`src/sv/mlc_pkg.sv`:
```
`timescale 1ns / 1ps
// Package for the lag correlator: widths, memory geometry and shared types.
// No dependencies.
package mlc_pkg;
  localparam int PARTICLE_COUNT = 256;
  localparam int LAG_DEPTH      = 32;
  localparam int SPECIES_COUNT  = 8;
  localparam int COORD_BITS     = 24;
  localparam int PART_W  = 8;
  localparam int SPEC_W  = 3;
  localparam int LAG_W   = 5;
  localparam int CLEN_W  = 6;
  localparam int FILL_W  = 6;
  localparam int TICK_W  = 32;
  localparam int ACC_W   = 64;
  localparam int DIFF_W  = COORD_BITS + 1;
  localparam int SQ_W    = 2 * COORD_BITS;
  localparam int DSUM_W  = SQ_W + 2;
  localparam logic [CLEN_W-1:0] CORR_LENGTH_RESET = CLEN_W'(20);
  localparam logic [FILL_W-1:0] FILL_MAX = '1;
  localparam logic MODE_SAMPLE = 1'b0;
  localparam logic MODE_READ   = 1'b1;

  typedef struct packed {
    logic signed [COORD_BITS-1:0] x;
    logic signed [COORD_BITS-1:0] y;
    logic signed [COORD_BITS-1:0] z;
  } pos_t;

  typedef struct packed {
    logic                      mode;
    logic [PART_W-1:0]         particle_index;
    logic [SPEC_W-1:0]         species_index;
    logic signed [COORD_BITS-1:0] pos_x;
    logic signed [COORD_BITS-1:0] pos_y;
    logic signed [COORD_BITS-1:0] pos_z;
    logic [LAG_W-1:0]          read_lag;
    logic                      last_of_tick;
  } in_item_t;

  typedef struct packed {
    logic [ACC_W-1:0]  sum_value;
    logic [TICK_W-1:0] ticks_taken;
    logic              history_ready;
  } out_item_t;
endpackage

```
`src/sv/mlc_dist.sv`:
```
`timescale 1ns / 1ps
// Squared displacement unit: two register stages, three 25x25 squares.
// Depends on mlc_pkg.
module mlc_dist import mlc_pkg::*; (
  input  logic              clk,
  input  logic              rst,
  input  logic              in_valid,
  input  pos_t              cur,
  input  pos_t              old,
  output logic              out_valid,
  output logic [DSUM_W-1:0] dsum
);
  logic [DIFF_W-1:0] ax, ay, az;
  logic              v1;
  logic [SQ_W-1:0]   sx, sy, sz;

  function automatic logic [DIFF_W-1:0] absdiff(logic signed [COORD_BITS-1:0] a,
                                                logic signed [COORD_BITS-1:0] b);
    logic signed [DIFF_W-1:0] d;
    d = DIFF_W'(a) - DIFF_W'(b);
    return d[DIFF_W-1] ? DIFF_W'(-d) : DIFF_W'(d);
  endfunction

  // stage 1: absolute differences
  always_ff @(posedge clk) begin
    if (rst) v1 <= 1'b0;
    else v1 <= in_valid;
    ax <= absdiff(cur.x, old.x);
    ay <= absdiff(cur.y, old.y);
    az <= absdiff(cur.z, old.z);
  end

  // stage 2: squares; sum is left combinational for the adder stage
  always_ff @(posedge clk) begin
    if (rst) out_valid <= 1'b0;
    else out_valid <= v1;
    sx <= SQ_W'(ax * ax);
    sy <= SQ_W'(ay * ay);
    sz <= SQ_W'(az * az);
  end

  assign dsum = DSUM_W'(sx) + DSUM_W'(sy) + DSUM_W'(sz);
endmodule

```
`config.mk`:
```
export PLATFORM = sky130hd
export DESIGN_NAME = mlc_dist
export DESIGN_NICKNAME = d
export VERILOG_FILES = /design/src/sv/mlc_pkg.sv /design/src/sv/mlc_dist.sv
export SDC_FILE = /design/constraint.sdc
export NUM_CORES = 2
export LEC_CHECK = 0
export BUFFER_PORTS_ARGS = -buffer_cell sky130_fd_sc_hd__clkbuf_2
export CAP_MARGIN = 20
export CORE_MARGIN = 2
export CORE_UTILIZATION = 54
export CTS_CLUSTER_DIAMETER = 40
export DETAILED_ROUTE_END_ITERATION = 10
export GPL_ROUTABILITY_DRIVEN = 0
export HOLD_SLACK_MARGIN = 0.15
export PLACE_DENSITY = 0.72
export SETUP_SLACK_MARGIN = 0.1
export SYNTH_ARGS = -nofsm -noshare
export SYNTH_HDL_FRONTEND = slang
export SYNTH_SLANG_ARGS = --single-unit
```
`constraint.sdc`:
```
create_clock -name clk -period 8.2 [get_ports clk]
set_input_delay 1.23 -clock clk [delete_from_list [all_inputs] [get_ports clk]]
set_output_delay 1.23 -clock clk [all_outputs]
set_load 0.05 [all_outputs]
```
Yosys cells after proc, flatten, opt, wreduce, memory -nomap -nowiden --
Index checks and enable logic that the tools add are counted.
Operators by class: reductions and logical operators 0, add/subtract/negate cells 8, order comparisons 0, shift operators 0, multiplexer cells 3, eq/ne operators 0, bitwise gates (word level) 0, multipliers 3, divide/modulo/power cells 0
Operators by type and width (number):
- 25-bit by 25-bit multiplier with 48-bit output | 3
- 25-bit negator | 3
- 24-bit by 24-bit subtractor with 25-bit output | 3
- 24-bit 2-to-1 mux | 3
- 49-bit by 48-bit adder with 50-bit output | 1
- 48-bit by 48-bit adder with 49-bit output | 1
Storage, ports and cells: bits in writable memories 0, bits in read-only memories 0, bits in latches 0, memories kept 0, output and inout port bits 51, bits in registers 221

Depth between registers and ports, before layout --
depth after elaboration 3, mapped depth 29, gate-level depth less buffers 27

Worst setup path before layout --
OpenSTA, ideal clock, no wires.
path kind register -> register, start point register ax[3], end point register sx[46], path buffers 3, stages on the path, launching flop included 29, data arrival time 7185 ps, setup time 123 ps, required time 8077 ps, clock period less this slack 7309 ps, setup slack 891 ps, cells stage by stage dfxtp_1 > clkbuf_1 > clkbuf_1 > nand2_1 > fa_1 > inv_1 > fa_1 > inv_1 > fa_1 > inv_1 > fa_1 > inv_1 > fa_1 > inv_1 > fa_1 > inv_1 > fa_1 > inv_1 > ha_1 > clkbuf_1 > a21oi_1 > o21ai_0 > nor2b_1 > a2111o_1 > a31oi_4 > a311oi_1 > a2111oi_0 > a21oi_1 > xor2_1
On the way: word-level cells in the longest chain between the ends 1
Ends and longest elaborated chain:
- start, declared | line mlc_dist.sv:13 | logic [DIFF_W-1:0] ax, ay, az;
- start signal, assigned | line mlc_dist.sv:28 | ax <= absdiff(cur.x, old.x);
- 25-bit by 25-bit multiplier with 48-bit output | line mlc_dist.sv:37 | sx <= SQ_W'(ax * ax);
- end signal, assigned | line mlc_dist.sv:37
- end, declared | line mlc_dist.sv:15 | logic [SQ_W-1:0] sx, sy, sz;
No other way between the ends. A chain may end at the register's enable or synchronous reset.

Final worst setup path --
start point register ay[8], end point register sy[42]
On the way: word-level cells in the longest chain between the ends 1
Ends and longest elaborated chain:
- start, declared | line mlc_dist.sv:13
- start signal, assigned | line mlc_dist.sv:29 | ay <= absdiff(cur.y, old.y);
- 25-bit by 25-bit multiplier with 48-bit output | line mlc_dist.sv:38 | sy <= SQ_W'(ay * ay);
- end signal, assigned | line mlc_dist.sv:38
- end, declared | line mlc_dist.sv:15
No other way between the ends.

==> metrics.md <==
| Metric | Value |
|---|---|
| Die Y | 355 µm |
| Syn avg cell area | 9.00 µm² |
| Final hold vios | 0 |
| Crit path required time | 8730 ps |
| Critical path's slowest cell | dfxtp_1 |
| Sequence of cells on the critical path | inv_1 -> nor2_1 -> fa_1 -> fa_1 -> fa_1 -> inv_1 -> fa_1 -> inv_1 -> fa_1 -> fa_1 -> inv_1 -> fa_1 -> inv_1 -> ha_1 -> nand2_1 -> o311a_1 -> a211o_1 -> o311ai_1 -> a21oi_1 -> o21a_1 -> o41ai_1 -> xor2_1 |
| HP Class | reg2reg |
| Most numerous cell in the Yosys netlist | inv_1 |
| Initial core utilization | 54.4% |
| Largest net degree at the start of global routing | 26 |
| Min Tclk post-route | 7730 ps |
| Core area | 0.122 mm² |
| Via/cell ratio | 5.31 |
| 1st-iter DRT viols | 3,077 |
| Antenna Violating Nets Remaining | 0 |
| Setup CP Type | reg2reg |
| Htree depth | 2 |
| Post-Synthesis Cells | 7,374 |
| Wire per inst | 17.7 µm |
| First-pass GRT wire length | 268,000 µm |
| Final WL | 163,000 µm |
| Simple-Gate Fraction of Synth Area | 11.3% |
| Synth Area in XOR/XNOR | 4.34% |
| Overall routing resource usage | 26.7% |
| Ys async rst share | 0% |
| Crit path launch type | register |
| Synth top area share | 43.7% |
| R2R Setup Slk | 470 ps |
| Root Driver | clkbuf_16 |
| Sum Neg Setup Slack | 0 ps |
| Max clock buf depth | 3 |
| Chip Width | 355 µm |
| PortBufs | 197 |
| Synth Area in Adders | 56.1% |
| Post-CTS resize count | 0 |
| Proportion of synthesized area in mux cells | 0.206% |
| # Post-CTS Setup Buffers | 0 |
| Critical path's top delay family | adder cells |
| Drt drc | 0 |
| Rel. slew slack | 34.7% |
| Max Clk Rate | 129 MHz |
| Critical Path Fanout Max | 13 |
| Worst-skew pair later-pin latency | 610 ps |
| CTS tree | built |
| Most used cell, CP | fa_1 |
| Vias | 48,700 |
| Die footprint | 0.126 mm² |
| Cts hold-fix bufs | 0 |
| Initial antenna violation count | 1 |
| Post-synthesis register bit count | 218 |
| Largest family of logic cells by synthesized area | adder cells |
| Worst Max-Slew Pin Slew | 971 ps |
| Final nets | 9,768 |
| IO Pins | 198 |
| Detailed Place HPWL | 141,000 µm |
| Crit path DAT | 8260 ps |
| 1st-pass router iterations | 8 |
| Vias in the first global route | 52,100 |
| WP buf/inv | 5 |
| Sequential cell area fraction in the yosys report | 6.58% |
| Yosys top cell by area | fa_1 |
| Compound-Gate Fraction of Synth Area | 8.33% |
| Share of cells above drive strength 1 | 5.89% |
| Netlist cell types | 85 |
| Synth Cell Area | 0.0663 mm² |
| Clock Skews | 21.8 ps |
| CP max stage delay | 780 ps |
| Top FF cell, synth | dfxtp_1 |
| Worst Setup End Kind | register |
| Final period util | 94.2% |
| Max Cap Viol | 0 |
| Status | complete, no violations |
| FP Rows | 128 |
| Num CTS Buffers | 45 |
| Total grt overflow | 0 |
| Syn. warnings | 0 |
| Pins Over Slew Limit | 0 |
| RSZ-0062 raised after global routing | false |
| CTS Sinks | 218 |
| Largest cells by area after synthesis | fa_1, ha_1, inv_1 |
| Clock transition at the registers of the reported paths | 50 ps |
| Number of synthesized flops with an enable pin | 0 |
| Layout area overhead | 6.97% |
| Final setup vio count | 0 |
| Commonest cells post-synth | inv_1, fa_1, ha_1, nand2_1, and2_1 |
state kept, by name (all words and copies together), names as in the netlist:
name / count
sx: 47
out_valid: 1
ay: 25
sy: 47
sz: 47
ax: 25
v1: 1
az: 25
metrics by stage:
stage | utilization (%) | cell area (µm²) | setup slack (ps) | hold slack (ps) | cells
after global routing | 58.2 | 71000 | 101 | 474 | 9176
after floorplan | - | 66300 | 891 | 411 | 7376
after CTS | 58.2 | 70900 | 294 | 458 | 9175
after global placement | 56.9 | 69400 | 456 | 428 | 9092
final | 58.2 | 71000 | 472 | 454 | 9177
after detailed placement | 56.9 | 69400 | 425 | 441 | 9092
routing by layer:
layer | GRT usage, % | vias to the layer above | wire, µm
met1 | 36.0 | 24400 | 66900
met5 | 0 | - | 0
met4 | 6.69 | 0 | 3970
met2 | 44.5 | 1722 | 77800
li1 | - | 22400 | -
met3 | 5.01 | 275 | 13800
layout make-up:
class	count	area, µm²
multi-input combinational	4849	53300
fill	10500	50900
inverter	2093	7860
sequential	218	4370
tap	1625	2030
timing repair buffer	308	1820
clock buffer	46	1140
clock inverter	37	419
antenna	1	2.50
cells by family after synthesis:
logic type / after synthesis
adders and majority gates: 2106
buffers and inverters: 2309
xor gates and xnor gates: 329
and+or+nand+nor: 1553
AOI/OAI and AO/OA: 845
DFF: 218
other: 1
muxes: 13
worst paths after layout:
check,startpoint,end,cells after the start
worst max-delay path,ay[8],sy[42],22
worst min-delay path,v1,out_valid,1
worst max register to register,ay[8],sy[42],22
worst min register to register,v1,out_valid,1
layout by cell type, fill, tap and decap left out, types with 9 or more instances in the layout:
cell and instances:
fa_1 1449, o211ai_1 15, inv_1 2091, nand3_1 59, a41oi_1 10, o21a_1 35, nand2_1 620, ha_1 657
and4_1 9, nand2b_1 31, a211o_1 15, nor3_1 36, o21bai_1 35, and2_1 378, nor2_1 255, a31oi_1 30
a21oi_1 257, o21ai_0 143, inv_6 12, or2_2 14, and3_1 29, clkbuf_2 197, nor2b_1 42, o31ai_1 21
a21o_1 149, buf_4 110, xnor2_1 214, nand4_1 35, or3_1 13, dfxtp_1 212, a311oi_1 12, a211oi_1 20
xor2_1 115, a31o_2 10, clkbuf_16 45
Power is left out: the tool's default activity adds up to more than one toggle a clock period on the data nets, which glitch-free logic cannot reach.
